===== src/design/csw_pkg.sv =====
package csw_pkg;

    // kinds of work handed from the line parser to the wave engine
    typedef enum logic [2:0] {
        KIND_TICK,
        KIND_BYTE,
        KIND_UNKNOWN,
        KIND_UP,
        KIND_DOWN,
        KIND_PRESET
    } cmd_kind_t;

    typedef struct packed {
        cmd_kind_t   kind;
        logic [11:0] preset_freq;
    } queue_entry_t;

    typedef struct packed {
        logic [23:0] numerator;
        logic [9:0]  step_size;
        logic [11:0] upper_limit;
        logic [11:0] lower_limit;
    } cfg_t;

    typedef enum logic [0:0] {
        BACK_RUN,
        BACK_DIV
    } back_state_t;

    // configuration register indexes
    localparam logic [1:0] CFG_NUMERATOR = 2'd0;
    localparam logic [1:0] CFG_STEP      = 2'd1;
    localparam logic [1:0] CFG_UPPER     = 2'd2;
    localparam logic [1:0] CFG_LOWER     = 2'd3;

    // reply codes
    localparam logic [2:0] REPLY_NONE    = 3'd0;
    localparam logic [2:0] REPLY_PRESET  = 3'd1;
    localparam logic [2:0] REPLY_UP      = 3'd2;
    localparam logic [2:0] REPLY_DOWN    = 3'd3;
    localparam logic [2:0] REPLY_RANGE   = 3'd4;
    localparam logic [2:0] REPLY_UNKNOWN = 3'd5;

    // reset values
    localparam logic [23:0] NUMERATOR_RST = 24'd460800;
    localparam logic [9:0]  STEP_RST      = 10'd100;
    localparam logic [11:0] UPPER_RST     = 12'd2000;
    localparam logic [11:0] LOWER_RST     = 12'd500;
    localparam logic [11:0] FREQ_RST      = 12'd1000;
    localparam logic [15:0] RELOAD_RST    = 16'd65076;

    // preset frequencies
    localparam logic [11:0] PRESET_C = 12'd1000;
    localparam logic [11:0] PRESET_D = 12'd2000;
    localparam logic [11:0] PRESET_E = 12'd2400;
    localparam logic [11:0] PRESET_F = 12'd400;
    localparam logic [11:0] PRESET_G = 12'd300;

    // characters
    localparam logic [7:0] CHAR_LF  = 8'h0A;
    localparam logic [7:0] CHAR_CR  = 8'h0D;
    localparam logic [7:0] CHAR_NUL = 8'h00;
    localparam logic [7:0] CHAR_A   = 8'h41;
    localparam logic [7:0] CHAR_B   = 8'h42;
    localparam logic [7:0] CHAR_C   = 8'h43;
    localparam logic [7:0] CHAR_D   = 8'h44;
    localparam logic [7:0] CHAR_E   = 8'h45;
    localparam logic [7:0] CHAR_F   = 8'h46;
    localparam logic [7:0] CHAR_G   = 8'h47;

    localparam int unsigned DIV_STEPS = 24;

endpackage


===== src/design/csw_front.sv =====
module csw_front
    import csw_pkg::*;
#(
    parameter int unsigned LINE_WRAP = 20
)
(
    input  logic         clk,
    input  logic         rst_n,
    input  logic         item_valid,
    output logic         item_stall,
    input  logic         opcode,
    input  logic [7:0]   rx_byte,
    input  logic         q_full,
    output logic         q_push,
    output queue_entry_t q_entry
);

    localparam int unsigned POS_W = $clog2(LINE_WRAP + 1);

    logic [POS_W-1:0] pos_reg;
    logic [POS_W-1:0] pos_next;
    logic [7:0]       first_reg;
    logic [7:0]       first_next;
    logic [7:0]       second_reg;
    logic [7:0]       second_next;

    logic [POS_W-1:0] pos_eff;
    logic [7:0]       c0;
    logic [7:0]       c1;

    assign item_stall = q_full;
    assign q_push     = item_valid && !q_full;

    // a full line wraps back to the start before the next byte lands
    assign pos_eff = (pos_reg >= POS_W'(LINE_WRAP)) ? '0 : pos_reg;

    always_comb
    begin
        c0 = first_reg;
        c1 = (pos_eff >= POS_W'(2)) ? second_reg : CHAR_NUL;
        // one trailing cr before the lf is dropped
        if (pos_eff == POS_W'(1) && c0 == CHAR_CR)
        begin
            c0 = CHAR_NUL;
        end
        if (pos_eff == POS_W'(2) && c1 == CHAR_CR)
        begin
            c1 = CHAR_NUL;
        end
    end

    always_comb
    begin
        q_entry.kind        = KIND_TICK;
        q_entry.preset_freq = '0;
        pos_next    = pos_reg;
        first_next  = first_reg;
        second_next = second_reg;
        if (opcode)
        begin
            q_entry.kind = KIND_BYTE;
            if (rx_byte == CHAR_LF)
            begin
                pos_next = '0;
                if (pos_eff == '0 || c1 != CHAR_NUL)
                begin
                    q_entry.kind = KIND_UNKNOWN;
                end
                else
                begin
                    case (c0)
                        CHAR_A: q_entry.kind = KIND_UP;
                        CHAR_B: q_entry.kind = KIND_DOWN;
                        CHAR_C:
                        begin
                            q_entry.kind        = KIND_PRESET;
                            q_entry.preset_freq = PRESET_C;
                        end
                        CHAR_D:
                        begin
                            q_entry.kind        = KIND_PRESET;
                            q_entry.preset_freq = PRESET_D;
                        end
                        CHAR_E:
                        begin
                            q_entry.kind        = KIND_PRESET;
                            q_entry.preset_freq = PRESET_E;
                        end
                        CHAR_F:
                        begin
                            q_entry.kind        = KIND_PRESET;
                            q_entry.preset_freq = PRESET_F;
                        end
                        CHAR_G:
                        begin
                            q_entry.kind        = KIND_PRESET;
                            q_entry.preset_freq = PRESET_G;
                        end
                        default: q_entry.kind = KIND_UNKNOWN;
                    endcase
                end
            end
            else
            begin
                if (pos_eff == '0)
                begin
                    first_next = rx_byte;
                end
                else if (pos_eff == POS_W'(1))
                begin
                    second_next = rx_byte;
                end
                pos_next = pos_eff + POS_W'(1);
            end
        end
    end

    always_ff @(posedge clk or negedge rst_n)
    begin
        if (!rst_n)
        begin
            pos_reg    <= '0;
            first_reg  <= CHAR_NUL;
            second_reg <= CHAR_NUL;
        end
        else if (q_push)
        begin
            pos_reg    <= pos_next;
            first_reg  <= first_next;
            second_reg <= second_next;
        end
    end

endmodule


===== src/design/csw_queue.sv =====
module csw_queue
    import csw_pkg::*;
(
    input  logic         clk,
    input  logic         rst_n,
    input  logic         push,
    input  queue_entry_t push_entry,
    input  logic         pop,
    output logic         full,
    output logic         head_valid,
    output queue_entry_t head
);

    queue_entry_t entry_reg [2];
    logic         wr_ptr_reg;
    logic         rd_ptr_reg;
    logic [1:0]   count_reg;
    logic [1:0]   count_next;

    assign full       = (count_reg == 2'd2);
    assign head_valid = (count_reg != 2'd0);
    assign head       = entry_reg[rd_ptr_reg];

    always_comb
    begin
        count_next = count_reg;
        if (push && !pop)
        begin
            count_next = count_reg + 2'd1;
        end
        else if (pop && !push)
        begin
            count_next = count_reg - 2'd1;
        end
    end

    always_ff @(posedge clk or negedge rst_n)
    begin
        if (!rst_n)
        begin
            wr_ptr_reg <= 1'b0;
            rd_ptr_reg <= 1'b0;
            count_reg  <= 2'd0;
        end
        else
        begin
            count_reg <= count_next;
            if (push)
            begin
                wr_ptr_reg <= ~wr_ptr_reg;
            end
            if (pop)
            begin
                rd_ptr_reg <= ~rd_ptr_reg;
            end
        end
    end

    always_ff @(posedge clk)
    begin
        if (push)
        begin
            entry_reg[wr_ptr_reg] <= push_entry;
        end
    end

endmodule


===== src/design/csw_div.sv =====
module csw_div
    import csw_pkg::*;
(
    input  logic        clk,
    input  logic        rst_n,
    input  logic        start,
    input  logic [23:0] dividend,
    input  logic [11:0] divisor,
    output logic        done,
    output logic [23:0] quotient
);

    logic        busy_reg;
    logic        done_reg;
    logic [4:0]  cnt_reg;
    logic [11:0] rem_reg;
    logic [11:0] rem_next;
    logic [23:0] work_reg;
    logic [11:0] dsr_reg;
    logic [12:0] trial;
    logic        ge;

    // restoring shift-subtract, one quotient bit per cycle
    assign trial    = {rem_reg, work_reg[23]};
    assign ge       = (trial >= {1'b0, dsr_reg});
    assign rem_next = ge ? 12'(trial - {1'b0, dsr_reg}) : trial[11:0];

    assign done     = done_reg;
    assign quotient = work_reg;

    always_ff @(posedge clk or negedge rst_n)
    begin
        if (!rst_n)
        begin
            busy_reg <= 1'b0;
            done_reg <= 1'b0;
            cnt_reg  <= '0;
        end
        else
        begin
            done_reg <= 1'b0;
            if (start)
            begin
                busy_reg <= 1'b1;
                cnt_reg  <= 5'(DIV_STEPS);
            end
            else if (busy_reg)
            begin
                cnt_reg <= cnt_reg - 5'd1;
                if (cnt_reg == 5'd1)
                begin
                    busy_reg <= 1'b0;
                    done_reg <= 1'b1;
                end
            end
        end
    end

    always_ff @(posedge clk)
    begin
        if (start)
        begin
            rem_reg  <= '0;
            work_reg <= dividend;
            dsr_reg  <= divisor;
        end
        else if (busy_reg)
        begin
            rem_reg  <= rem_next;
            work_reg <= {work_reg[22:0], ge};
        end
    end

endmodule


===== src/design/csw_back.sv =====
module csw_back
    import csw_pkg::*;
(
    input  logic         clk,
    input  logic         rst_n,
    input  cfg_t         cfg,
    input  logic         q_valid,
    input  queue_entry_t q_head,
    output logic         q_pop,
    output logic         result_valid,
    input  logic         result_stall,
    output logic         wave_level,
    output logic [2:0]   reply_code,
    output logic [11:0]  frequency_now,
    output logic [15:0]  reload_now
);

    back_state_t state_reg;
    back_state_t state_next;

    logic        wave_reg;
    logic        wave_next;
    logic [15:0] count_reg;
    logic [15:0] count_next;
    logic [15:0] reload_reg;
    logic [15:0] reload_next;
    logic [11:0] freq_reg;
    logic [11:0] freq_next;
    logic [2:0]  pend_reg;
    logic [2:0]  pend_next;

    logic        out_valid_reg;
    logic        out_wave_reg;
    logic [2:0]  out_reply_reg;
    logic [11:0] out_freq_reg;
    logic [15:0] out_reload_reg;

    logic        slot_free;
    logic        out_load;
    logic [2:0]  out_reply;
    logic        apply;
    logic [11:0] apply_freq;
    logic [2:0]  apply_reply;
    logic        div_start;
    logic        div_done;
    logic [23:0] div_quot;

    logic [12:0] sum_up;
    logic        up_ok;
    logic [12:0] down_floor;
    logic        down_ok;

    assign slot_free = !out_valid_reg || !result_stall;

    assign sum_up     = {1'b0, freq_reg} + {3'b0, cfg.step_size};
    assign up_ok      = (sum_up <= {1'b0, cfg.upper_limit});
    assign down_floor = {3'b0, cfg.step_size} + {1'b0, cfg.lower_limit};
    assign down_ok    = ({1'b0, freq_reg} >= down_floor) && (freq_reg > {2'b0, cfg.step_size});

    csw_div u_div (
        .clk      (clk),
        .rst_n    (rst_n),
        .start    (div_start),
        .dividend (cfg.numerator),
        .divisor  (apply_freq),
        .done     (div_done),
        .quotient (div_quot)
    );

    always_comb
    begin
        state_next = state_reg;
        case (state_reg)
            BACK_RUN:
            begin
                if (div_start)
                begin
                    state_next = BACK_DIV;
                end
            end
            BACK_DIV:
            begin
                if (div_done)
                begin
                    state_next = BACK_RUN;
                end
            end
            default: state_next = BACK_RUN;
        endcase
    end

    always_comb
    begin
        wave_next   = wave_reg;
        count_next  = count_reg;
        reload_next = reload_reg;
        freq_next   = freq_reg;
        pend_next   = pend_reg;
        out_load    = 1'b0;
        out_reply   = REPLY_NONE;
        apply       = 1'b0;
        apply_freq  = q_head.preset_freq;
        apply_reply = REPLY_PRESET;
        div_start   = 1'b0;
        q_pop       = 1'b0;
        case (state_reg)
            BACK_RUN:
            begin
                if (q_valid && slot_free)
                begin
                    q_pop = 1'b1;
                    case (q_head.kind)
                        KIND_TICK:
                        begin
                            out_load   = 1'b1;
                            count_next = count_reg + 16'd1;
                            // overflow reloads and flips the wave
                            if (count_reg == 16'hFFFF)
                            begin
                                count_next = reload_reg;
                                wave_next  = ~wave_reg;
                            end
                        end
                        KIND_BYTE:
                        begin
                            out_load = 1'b1;
                        end
                        KIND_UP:
                        begin
                            if (up_ok)
                            begin
                                apply       = 1'b1;
                                apply_freq  = sum_up[11:0];
                                apply_reply = REPLY_UP;
                            end
                            else
                            begin
                                out_load  = 1'b1;
                                out_reply = REPLY_RANGE;
                            end
                        end
                        KIND_DOWN:
                        begin
                            if (down_ok)
                            begin
                                apply       = 1'b1;
                                apply_freq  = freq_reg - {2'b0, cfg.step_size};
                                apply_reply = REPLY_DOWN;
                            end
                            else
                            begin
                                out_load  = 1'b1;
                                out_reply = REPLY_RANGE;
                            end
                        end
                        KIND_PRESET:
                        begin
                            apply       = 1'b1;
                            apply_reply = REPLY_PRESET;
                        end
                        default:
                        begin
                            out_load  = 1'b1;
                            out_reply = REPLY_UNKNOWN;
                        end
                    endcase
                    if (apply)
                    begin
                        freq_next = apply_freq;
                        pend_next = apply_reply;
                        if (apply_freq == '0)
                        begin
                            reload_next = '0;
                            out_load    = 1'b1;
                            out_reply   = apply_reply;
                        end
                        else
                        begin
                            div_start = 1'b1;
                        end
                    end
                end
            end
            BACK_DIV:
            begin
                if (div_done)
                begin
                    out_load  = 1'b1;
                    out_reply = pend_reg;
                    // reload saturates at 0 and at 65535
                    if (div_quot[23:16] != '0)
                    begin
                        reload_next = '0;
                    end
                    else if (div_quot[15:0] == '0)
                    begin
                        reload_next = 16'hFFFF;
                    end
                    else
                    begin
                        reload_next = 16'(17'h10000 - {1'b0, div_quot[15:0]});
                    end
                end
            end
            default: ;
        endcase
    end

    always_ff @(posedge clk or negedge rst_n)
    begin
        if (!rst_n)
        begin
            state_reg     <= BACK_RUN;
            wave_reg      <= 1'b1;
            count_reg     <= '0;
            reload_reg    <= RELOAD_RST;
            freq_reg      <= FREQ_RST;
            pend_reg      <= REPLY_NONE;
            out_valid_reg <= 1'b0;
        end
        else
        begin
            state_reg  <= state_next;
            wave_reg   <= wave_next;
            count_reg  <= count_next;
            reload_reg <= reload_next;
            freq_reg   <= freq_next;
            pend_reg   <= pend_next;
            if (out_load)
            begin
                out_valid_reg <= 1'b1;
            end
            else if (!result_stall)
            begin
                out_valid_reg <= 1'b0;
            end
        end
    end

    always_ff @(posedge clk)
    begin
        if (out_load)
        begin
            out_wave_reg   <= wave_next;
            out_reply_reg  <= out_reply;
            out_freq_reg   <= freq_next;
            out_reload_reg <= reload_next;
        end
    end

    assign result_valid  = out_valid_reg;
    assign wave_level    = out_wave_reg;
    assign reply_code    = out_reply_reg;
    assign frequency_now = out_freq_reg;
    assign reload_now    = out_reload_reg;

endmodule


===== src/design/command_tuned_square_wave.sv =====
// path: a beat that sets no new frequency is held in a queue entry, then in the output
// register, which result_stall can hold; a line that sets a new frequency also waits
// for the restoring shift-subtract divider before reaching the output register
// throughput: one tick or byte per cycle when neither stall holds; a frequency-changing
// line holds the back end for the division while the two-entry queue takes up to two
// more beats; reset: rst_n clears the state registers at once, no clearing pass
module command_tuned_square_wave
    import csw_pkg::*;
#(
    parameter int unsigned LINE_WRAP = 20
)
(
    input  logic        clk,
    input  logic        rst_n,
    input  logic        cfg_write,
    input  logic [1:0]  cfg_index,
    input  logic [23:0] cfg_data,
    input  logic        item_valid,
    output logic        item_stall,
    input  logic        opcode,
    input  logic [7:0]  rx_byte,
    output logic        result_valid,
    input  logic        result_stall,
    output logic        wave_level,
    output logic [2:0]  reply_code,
    output logic [11:0] frequency_now,
    output logic [15:0] reload_now
);

    cfg_t         cfg_reg;
    logic         q_full;
    logic         q_push;
    logic         q_pop;
    logic         q_valid;
    queue_entry_t q_entry;
    queue_entry_t q_head;

    always_ff @(posedge clk or negedge rst_n)
    begin
        if (!rst_n)
        begin
            cfg_reg.numerator   <= NUMERATOR_RST;
            cfg_reg.step_size   <= STEP_RST;
            cfg_reg.upper_limit <= UPPER_RST;
            cfg_reg.lower_limit <= LOWER_RST;
        end
        else if (cfg_write)
        begin
            case (cfg_index)
                CFG_NUMERATOR: cfg_reg.numerator   <= cfg_data;
                CFG_STEP:      cfg_reg.step_size   <= cfg_data[9:0];
                CFG_UPPER:     cfg_reg.upper_limit <= cfg_data[11:0];
                CFG_LOWER:     cfg_reg.lower_limit <= cfg_data[11:0];
                default: ;
            endcase
        end
    end

    csw_front #(
        .LINE_WRAP (LINE_WRAP)
    ) u_front (
        .clk        (clk),
        .rst_n      (rst_n),
        .item_valid (item_valid),
        .item_stall (item_stall),
        .opcode     (opcode),
        .rx_byte    (rx_byte),
        .q_full     (q_full),
        .q_push     (q_push),
        .q_entry    (q_entry)
    );

    csw_queue u_queue (
        .clk        (clk),
        .rst_n      (rst_n),
        .push       (q_push),
        .push_entry (q_entry),
        .pop        (q_pop),
        .full       (q_full),
        .head_valid (q_valid),
        .head       (q_head)
    );

    csw_back u_back (
        .clk           (clk),
        .rst_n         (rst_n),
        .cfg           (cfg_reg),
        .q_valid       (q_valid),
        .q_head        (q_head),
        .q_pop         (q_pop),
        .result_valid  (result_valid),
        .result_stall  (result_stall),
        .wave_level    (wave_level),
        .reply_code    (reply_code),
        .frequency_now (frequency_now),
        .reload_now    (reload_now)
    );

    // a step up never lands above the upper limit
    a_up_limit: assert property (@(posedge clk) disable iff (!rst_n)
        result_valid && reply_code == REPLY_UP |-> frequency_now <= cfg_reg.upper_limit)
        else $error("step up beyond upper limit");

    // a step down never lands below the lower limit or at zero
    a_down_limit: assert property (@(posedge clk) disable iff (!rst_n)
        result_valid && reply_code == REPLY_DOWN
        |-> frequency_now >= cfg_reg.lower_limit && frequency_now != '0)
        else $error("step down below lower limit");

    // a preset reply carries one of the preset frequencies
    a_preset: assert property (@(posedge clk) disable iff (!rst_n)
        result_valid && reply_code == REPLY_PRESET
        |-> frequency_now == PRESET_C || frequency_now == PRESET_D
            || frequency_now == PRESET_E || frequency_now == PRESET_F
            || frequency_now == PRESET_G)
        else $error("preset reply with odd frequency");

    // nothing is popped from an empty queue
    a_pop_valid: assert property (@(posedge clk) disable iff (!rst_n)
        q_pop |-> q_valid)
        else $error("pop from empty queue");

endmodule

===== config.mk =====
export PLATFORM = sky130hd
export DESIGN_NAME = command_tuned_square_wave
export DESIGN_NICKNAME = d
export VERILOG_FILES = /design/src/design/csw_pkg.sv /design/src/design/csw_front.sv /design/src/design/csw_queue.sv /design/src/design/csw_div.sv /design/src/design/csw_back.sv /design/src/design/command_tuned_square_wave.sv
export SDC_FILE = /design/constraint.sdc
export NUM_CORES = 1
export LEC_CHECK = 0
export BUFFER_PORTS_ARGS = -buffer_cell sky130_fd_sc_hd__buf_4
export CAP_MARGIN = 20
export CORE_MARGIN = 5
export CORE_UTILIZATION = 55
export CTS_BUF_LIST = sky130_fd_sc_hd__clkbuf_8
export CTS_CLUSTER_SIZE = 10
export DETAILED_ROUTE_END_ITERATION = 8
export PLACE_DENSITY = 0.76
export SKIP_LAST_GASP = 1
export SYNTH_ARGS = -nofsm -noshare
export SYNTH_HDL_FRONTEND = slang
export SYNTH_HIERARCHICAL = 1
export SYNTH_SLANG_ARGS = --single-unit
export TNS_END_PERCENT = 50

===== constraint.sdc =====
create_clock -name clk -period 7.7 [get_ports clk]
set_input_delay 0.77 -clock clk [delete_from_list [all_inputs] [get_ports clk]]
set_output_delay 0.77 -clock clk [all_outputs]
set_load 0.05 [all_outputs]

==> results of run 1 <==
[layout by cell type (no fill, tap or decap), types with 24 or more instances in the layout]
master,instances
edfxtp_1,98
clkbuf_8,48
dfrtp_1,103
nor2_1,76
o21ai_0,73
xor2_1,24
dfstp_2,36
xnor2_1,31
buf_4,80
a21oi_1,72
mux2_2,105
nand2_1,107
inv_1,84
nand3_1,35
ha_1,75
[area by class of cell]
class / instances / area share
clock buffer: 48 / 0.04288
clock inverter: 27 / 0.01145
inverter: 74 / 0.01803
multi-input combinational: 880 / 0.4240
sequential: 249 / 0.4353
tap: 330 / 0.02680
timing repair buffer: 82 / 0.04150
[path summary, 6_finish.rpt]
path,from,to,slack [ns]
max reg2reg,cfg_reg[1],u_back/u_div/quotient[20],0.99
min,rst_n,u_queue/count_reg[0],0.28
max in group asynchronous,rst_n,u_back/state_reg,6.07
min in group clk,cfg_data[21],cfg_reg[55],0.47
max,cfg_reg[1],u_back/u_div/quotient[20],0.99
min reg2reg,u_queue/count_reg[1],u_queue/count_reg[1],0.50
[stage by stage]
step	total power, mW	instance area, um^2
CTS	6.805	15380
global placement	5.515	14540
detailed placement	5.590	14540
global route	7.273	15400
finish	6.804	15400
floorplan	4.797	13810
[worst register-to-register path, delay by kind of cell, from the launching register on]
family / cells / cell delay, ns
fa+ha+maj: 2 / 0.54
buf+inv: 1 / 0.35
simple gates: 6 / 1.86
xor+xnor: 1 / 0.17
compound gates: 13 / 2.72
mux: 1 / 0.39
flops: 1 / 0.40
[report_power, final]
part / switching, mW / total (mW) / internal, mW
clock network: 0.537 / 1.18 / 0.639
registers: 0.399 / 2.40 / 2.00
logic: 1.93 / 3.23 / 1.30
total: 2.87 / 6.80 / 3.94
[cell families (layout without fill, tap and decap cells)]
logic type | Yosys count | after routing | synth area share
compound gates | 275 | 275 | 0.1314
other cells | 1 | 2 | 0.0002715
flops | 249 | 249 | 0.4856
buf+inv | 124 | 231 | 0.04340
fa+ha+maj | 79 | 79 | 0.07375
simple gates | 350 | 350 | 0.1313
xor+xnor | 55 | 55 | 0.03488
mux | 119 | 119 | 0.09947
[per-layer routing]
layer / GRT usage / share of wire / vias to the layer above
li1: - / - / 4709
met1: 0.2940 / 0.45 / 4791
met2: 0.3475 / 0.47 / 350
met3: 0.04180 / 0.062 / 51
met4: 0.06316 / 0.022 / 0
met5: 0 / 0 / -
==> impl_metrics.json, run 1 <==
{
  "crit_top_cell": "o21ai_0",
  "overflow": 0,
  "leakage_nw": 6.448,
  "first_pass_iters": 5,
  "worst_setup_path_start_kind": "register",
  "routed_wl_um": 30750,
  "synthTopCellsByArea": "edfxtp_1 (21%), dfrtp_1 (19%), mux2_2 (8.6%), dfstp_2 (6.8%), ha_1 (6.8%)",
  "core.rowCount": 58,
  "largest_reg_flops": 58,
  "multiInputGateArea_um2": 6531,
  "clockBufferDepth": 3,
  "power_density_nw_per_um2": 441.6,
  "min_path_type": "in2async",
  "seqCellArea_um2": 6706,
  "antenna_found_initial": 0,
  "place_congestion": 0.9346,
  "numPortBuffers": 73,
  "maxCapViolCount": 0,
  "critPathSlowestCell": "nor2_1",
  "grt_pass1_vias": 9562,
  "synth_common_cells": "nand2_1 (107), mux2_2 (105), dfrtp_1 (103)",
  "cts_resized": 0,
  "wl_per_cell_um": 18.20,
  "synth_warnings": 6,
  "ant_nets": 0,
  "clock-sinks": 249,
  "initial_core_util": 0.5532,
  "preCtsSetupSlack_ns": 1.149,
  "drive_gt1_frac": 0.2544,
  "synth-edff-count": 98,
  "worstPathCellList": "ha_1 > a21o_1 > a21oi_1 > o21bai_1 > a21oi_1 > o21bai_1 > a21oi_1 > o21ai_0 > o21a_1 > o21ai_0 > xor2_1 > ha_1 > and3_1 > a221oi_1 > o21ai_0 > o21ai_0 > nor2_1 > nor2_1 > a221o_1 > nor2_1 > nand3_1 > and2_2 > buf_4 > mux2_2",
  "finalSetupViolations": 0,
  "reg2reg_depth": 24,
  "grt_max_degree": 73,
  "synthCells": 1252,
  "syn_area_um2": 13810,
  "die_area_um2": 28380,
  "cp_max_fo": 23,
  "ctsHoldBuffers": 0,
  "die_height_um": 168.5,
  "worst-path-buf-inv": 1,
  "drt_drc_violations_left": 0,
  "syn_area_per_cell_um2": 11.03,
  "clock_latency_ns": 0.55,
  "ios": 74,
  "grtUsageTotal": 0.2137,
  "cp.arrival_ns": 6.97,
  "root_buffer": "clkbuf_8",
  "num-nets-final": 1447,
  "end_kind": "register",
  "synth-seq-cells": 249,
  "cts_max_level": 2,
  "synth_top_area_frac": 0.2131,
  "ys_types": 99,
  "fin_crit_ns": 6.705,
  "dr_total_vias": 9901,
  "worstMarginPinSlew_ns": 1.013,
  "utilization": 0.6171,
  "worst-setup-path-type": "reg2reg",
  "vias_per_cell": 5.859,
  "hold_viol_final": 0,
  "maxSlewViolCount": 0,
  "final.setup_skew_ns": 0.03369,
  "cts_tree": "built",
  "place_hpwl_um": 22580,
  "timing.fmax_mhz": 149.1,
  "ys.flop_type": "dfrtp_1",
  "core_um2": 24960,
  "yosysMostFrequentCell": "nand2_1",
  "area_growth_pct": 11.54,
  "first_iter_violations": 1022,
  "final_cells": 1690,
  "diodes": 0,
  "critPathTopFamily": "compound AO/OA/AOI/OAI gates",
  "grt_pass1_wl_um": 49600,
  "fin_tns_setup_ns": 0,
  "placed_cells": 1614,
  "timing.hold.ws_ns": 0.2771,
  "cp.required_ns": 7.97,
  "max_slew_margin": 0.3248,
  "clkSlewWorstSetupHoldPaths_ns": 0.06,
  "synthArstFlopShare": 0.5582,
  "path_depth": 24,
  "synth_area_leader_cell": "edfxtp_1",
  "fillers": 1998,
  "cpPeakStageDelay_ns": 0.70,
  "status": "complete, no violations",
  "yosysSeqAreaShare": 0.4856,
  "post_cts_buffers": 0,
  "numCtsBuffers": 41,
  "fin_crit_sh": 0.8708,
  "die_w_um": 168.5,
  "rsz0062_at_grt": "no",
  "worst_slack_ns": 0.9949,
  "ir_drop_v": 0.0002899
}
Note: power is estimated with default switching activity, not from simulation.
==> run 2: changes to the inputs <==
- CORE_UTILIZATION: 55 -> 44
- PLACE_DENSITY: 0.76 -> 0.64
==> run 2 against run 1 <==
Net effect: cell count is 4.4% higher; fmax decreased by 2.4%; sequential cell count unchanged; clock skew shrank 0.0056 ns; combinational power about the same; register-to-register slack worse by 0.16 ns; first-iteration DRC count shrank 38%; worst hold slack worse by 0.00053 ns; critical path type unchanged; largest power group unchanged.
==> impl_metrics.json, run 2 (synthesized netlist as in run 1, its figures left out) <==
{
  "worst-path-buf-inv": 1,
  "crit_top_cell": "o21ai_0",
  "maxSlewViolCount": 0,
  "die_area_um2": 35030,
  "seqCellArea_um2": 6706,
  "cpPeakStageDelay_ns": 0.64,
  "overflow": 0,
  "multiInputGateArea_um2": 6531,
  "clkSlewWorstSetupHoldPaths_ns": 0.06,
  "cp.required_ns": 7.99,
  "grt_pass1_wl_um": 51730,
  "timing.fmax_mhz": 145.6,
  "worstMarginPinSlew_ns": 1.046,
  "final.setup_skew_ns": 0.02805,
  "worst-setup-path-type": "reg2reg",
  "worst_slack_ns": 0.8302,
  "dr_total_vias": 9769,
  "min_path_type": "in2async",
  "fin_crit_ns": 6.870,
  "die_height_um": 187.2,
  "die_w_um": 187.2,
  "diodes": 0,
  "placed_cell_area_um2": 14630,
  "largest_reg_flops": 58,
  "grtUsageTotal": 0.1787,
  "vias_per_cell": 5.538,
  "cts_max_level": 2,
  "initial_core_util": 0.4480,
  "num-nets-final": 1451,
  "drive_gt1_frac": 0.2580,
  "ios": 74,
  "status": "complete, no violations",
  "post_cts_buffers": 0,
  "ir_drop_v": 0.0002294,
  "timing.hold.ws_ns": 0.2766,
  "fillers": 2735,
  "root_buffer": "clkbuf_8",
  "preCtsSetupSlack_ns": 0.8998,
  "routed_wl_um": 31750,
  "place_hpwl_um": 23300,
  "area_growth_pct": 13.00,
  "total_power_mw": 6.948,
  "cp_max_fo": 20,
  "end_kind": "register",
  "cts_tree": "built",
  "finalSetupViolations": 0,
  "antenna_found_initial": 0,
  "cp.arrival_ns": 7.16,
  "clock_latency_ns": 0.56,
  "clockBufferDepth": 3,
  "grt_pass1_vias": 9691,
  "final_common_cell": "nand2_1",
  "first_iter_violations": 637,
  "core_um2": 30830,
  "clock-sinks": 249,
  "worstPathCellList": "ha_1 > a21o_1 > a21oi_1 > o21bai_1 > a21oi_1 > o21bai_1 > a21oi_1 > o21ai_0 > o21a_1 > o21ai_0 > xor2_1 > ha_1 > and3_1 > a221oi_1 > o21ai_0 > o21ai_0 > nor2_1 > nor2_1 > a221o_1 > nor2_1 > nand3_1 > and2_2 > buf_4 > mux2_2",
  "place_congestion": 0.8765,
  "rsz0062_at_grt": "no",
  "first_pass_iters": 5,
  "ctsHoldBuffers": 0,
  "cts_resized": 0,
  "grt_max_degree": 79,
  "power_density_nw_per_um2": 445.2,
  "wl_per_cell_um": 18.00,
  "critPathSlowestCell": "nor2_1",
  "fin_crit_sh": 0.8922,
  "hold_viol_final": 0,
  "mostFrequentLayoutCells": "nand2_1 (107), mux2_2 (105), dfrtp_1 (103)",
  "numPortBuffers": 73,
  "leakage_nw": 6.505,
  "ant_nets": 0,
  "fin_tns_setup_ns": 0,
  "core.rowCount": 64,
  "max_slew_margin": 0.3025,
  "worst_setup_path_start_kind": "register",
  "final_area_um2": 15610,
  "numCtsBuffers": 45,
  "critPathTopFamily": "compound AO/OA/AOI/OAI gates",
  "drt_drc_violations_left": 0,
  "maxCapViolCount": 0
}
run 2: changes by cell type in the layout (fill, tap and decap cells not counted):
cell        change
clkinvlp_4      -1
clkbuf_8        +1
bufinv_16       +3
buf_4           +1
clkinv_1        +3
inv_6           +2
buf_16          -1
inv_1           -2
clkinv_2        +1
clkinv_8        +1
run 2: metrics by stage:
step,util,cells
floorplan,-,1253
global placement,0.4746,1681
detailed placement,0.4746,1681
CTS,0.5062,1764
global route,0.5062,1764
finish,0.5062,1764
run 2: worst paths after layout:
| check | from | slack, ns | cells past startpoint | endpoint |
|---|---|---|---|---|
| worst max-delay path | cfg_reg[1] | 0.83 | 24 | u_back/u_div/quotient[1] |
| worst min-delay path | rst_n | 0.28 | 1 | cfg_reg[55] |
| worst max register to register | cfg_reg[1] | 0.83 | 24 | u_back/u_div/quotient[1] |
| worst min register to register | u_back/reload_reg[4] | 0.49 | 2 | u_back/reload_reg[4] |
| max in group asynchronous | rst_n | 6.12 | 2 | cfg_reg[31] |
| min in group clk | cfg_data[21] | 0.44 | 2 | cfg_reg[55] |
run 2: area by class of cell:
class / instances / area share
flip-flops and latches: 249 / 0.4297
clock buffers: 49 / 0.04321
well taps: 396 / 0.03175
repair buffers: 82 / 0.03969
multi-input cells: 880 / 0.4185
clock inverters: 34 / 0.01932
inverters: 74 / 0.01780
run 2: report_power, final:
part	leakage [nW]	switching, mW	internal [mW]	total, mW
Clock	0.534	0.570	0.765	1.34
Sequential	2.66	0.397	2.00	2.39
Combinational	3.31	1.93	1.29	3.22
Total	6.51	2.89	4.06	6.95
run 2: metal layers:
metal	up-vias	GRT usage	wire length (um)
met5	-	0	0
li1	4727	-	-
met2	236	0.2805	14510
met4	0	0.05176	682
met1	4753	0.2568	15060
met3	53	0.02949	1495
==> run 3: changes to the inputs <==
- clock period: 7.7 -> 7.07 ns (I/O delays scaled with it)
==> run 3 against run 2 <==
Net effect: critical path depth decreased by 1; cell count decreased by 0.17%; non-clock buffer count unchanged; clock power rose by 9%; sequential cell count is the same; clock-buffer cell count is the same; combinational power is 8.7% higher; register-to-register slack worse by 0.36 ns; die area stayed put; critical path type unchanged.
==> impl_metrics.json, run 3 (synthesized netlist as in run 1, its figures left out) <==
{
  "mostFrequentLayoutCells": "nand2_1 (107), mux2_2 (105), dfrtp_1 (103)",
  "core.rowCount": 64,
  "placed_cells": 1680,
  "vias_per_cell": 5.528,
  "preCtsSetupSlack_ns": 0.4566,
  "overflow": 0,
  "p_sw_mw": 3.140,
  "drive_gt1_frac": 0.2593,
  "hold_viol_final": 0,
  "end_kind": "register",
  "utilization": 0.5067,
  "first_pass_iters": 5,
  "numPortBuffers": 73,
  "num-nets-final": 1449,
  "clockBufferDepth": 3,
  "worst_slack_ns": 0.4735,
  "placed_cell_area_um2": 14640,
  "finalSetupViolations": 0,
  "grt_max_degree": 104,
  "sw_frac_of_total": 0.4148,
  "total_power_mw": 7.571,
  "p_int_mw": 4.431,
  "antenna_found_initial": 2,
  "grtUsageTotal": 0.1775,
  "core_um2": 30830,
  "pwr-share-seq": 0.346,
  "maxCapViolCount": 0,
  "p_comb_frac": 0.462,
  "fin_crit_ns": 6.596,
  "initial_core_util": 0.4480,
  "first_iter_violations": 606,
  "post_cts_buffers": 0,
  "ios": 74,
  "die_height_um": 187.2,
  "die_w_um": 187.2,
  "wl_per_cell_um": 17.98,
  "power_density_nw_per_um2": 484.7,
  "status": "complete, no violations",
  "root_buffer": "clkbuf_8",
  "largest_reg_flops": 58,
  "timing.fmax_mhz": 151.6,
  "timing.hold.ws_ns": 0.2237,
  "area_growth_pct": 13.10,
  "final_common_cell": "nand2_1",
  "ant_nets": 0,
  "final_area_um2": 15620,
  "clock-sinks": 249,
  "multiInputGateArea_um2": 6534,
  "cp.arrival_ns": 6.82,
  "clock_latency_ns": 0.58,
  "diodes": 0,
  "cp_max_fo": 24,
  "max_slew_margin": 0.3180,
  "routed_wl_um": 31670,
  "fillers": 2737,
  "worst-setup-path-type": "reg2reg",
  "maxSlewViolCount": 0,
  "rsz0062_at_grt": "no",
  "cts_tree": "built",
  "clockPowerShare": 0.192,
  "seqCellArea_um2": 6706,
  "grt_pass1_wl_um": 51340,
  "cp.required_ns": 7.29,
  "fin_crit_sh": 0.9330,
  "dr_total_vias": 9734,
  "ir_drop_v": 0.0002950,
  "cts_max_level": 2,
  "worst_setup_path_start_kind": "register",
  "die_area_um2": 35030,
  "leakage_nw": 6.502,
  "place_hpwl_um": 23410,
  "grt_pass1_vias": 9594,
  "worstMarginPinSlew_ns": 1.023,
  "place_congestion": 0.8722,
  "numCtsBuffers": 43,
  "drt_drc_violations_left": 0,
  "fin_tns_setup_ns": 0,
  "final.setup_skew_ns": 0.03446,
  "final_cells": 1761,
  "min_path_type": "in2async",
  "clkSlewWorstSetupHoldPaths_ns": 0.06
}
==> run 3: repair_timing <==
item                       CTS  global route
setup endpoints to repair    0            51
hold endpoints to repair     0             0
hold buffers                 0             0
resized for setup            0             1
==> run 3: worst max-delay path: stages, from the launching register on <==
cell and delay (ns):
dfrtp_1 0.39, ha_1 0.30, a21o_1 0.19, a21oi_1 0.25, o21bai_1 0.09, a21oi_1 0.22
o21bai_1 0.09, a21oi_1 0.22, o21ai_0 0.17, o21a_1 0.21, o21ai_0 0.20, xor2_1 0.19
ha_1 0.26, and3_1 0.21, a221oi_1 0.25, o21ai_0 0.12, o21ai_0 0.47, nor2_1 0.31
a22oi_1 0.39, o2111ai_1 0.19, nor4_2 0.32, nand3_1 0.27, and2_2 0.40, or2_2 0.55
==> run 3: cell type report <==
cell class              count  area share
clock inverters            31     0.01874
clock buffers              49     0.04318
well taps                 396     0.03172
repair buffers             82     0.04093
multi-input cells         880      0.4183
flip-flops and latches    249      0.4293
inverters                  74     0.01778
==> run 3: final timing paths <==
| path | from | endpoint | slack [ns] | cells after the start |
|---|---|---|---|---|
| min in group clk | cfg_data[16] | cfg_reg[50] | 0.36 | 2 |
| max | cfg_reg[1] | u_back/u_div/quotient[22] | 0.47 | 23 |
| min | rst_n | u_back/u_div/cnt_reg[4] | 0.22 | 1 |
| min reg2reg | u_queue/count_reg[1] | u_queue/count_reg[1] | 0.49 | 1 |
| max in group asynchronous | rst_n | cfg_reg[52] | 5.76 | 2 |
| max reg2reg | cfg_reg[1] | u_back/u_div/quotient[22] | 0.47 | 23 |
==> run 3: routing by layer <==
metal / GRT usage / wire, um / vias to the layer above / part of all wire
met5: 0 / 20 / - / 0.00063
met4: 0.05489 / 860 / 2 / 0.027
met3: 0.03005 / 1478 / 72 / 0.047
met2: 0.2780 / 14230 / 256 / 0.45
met1: 0.2536 / 15080 / 4697 / 0.48
li1: - / - / 4707 / -
==> run 3: power groups by stage <==
stage	combinational, mW	clock, mW	sequential (mW)
floorplan	2.52	0	2.71
finish	3.50	1.46	2.62
detailed placement	3.47	0	2.64
global placement	3.41	0	2.63
CTS	3.48	1.50	2.62
global route	3.86	1.57	2.69
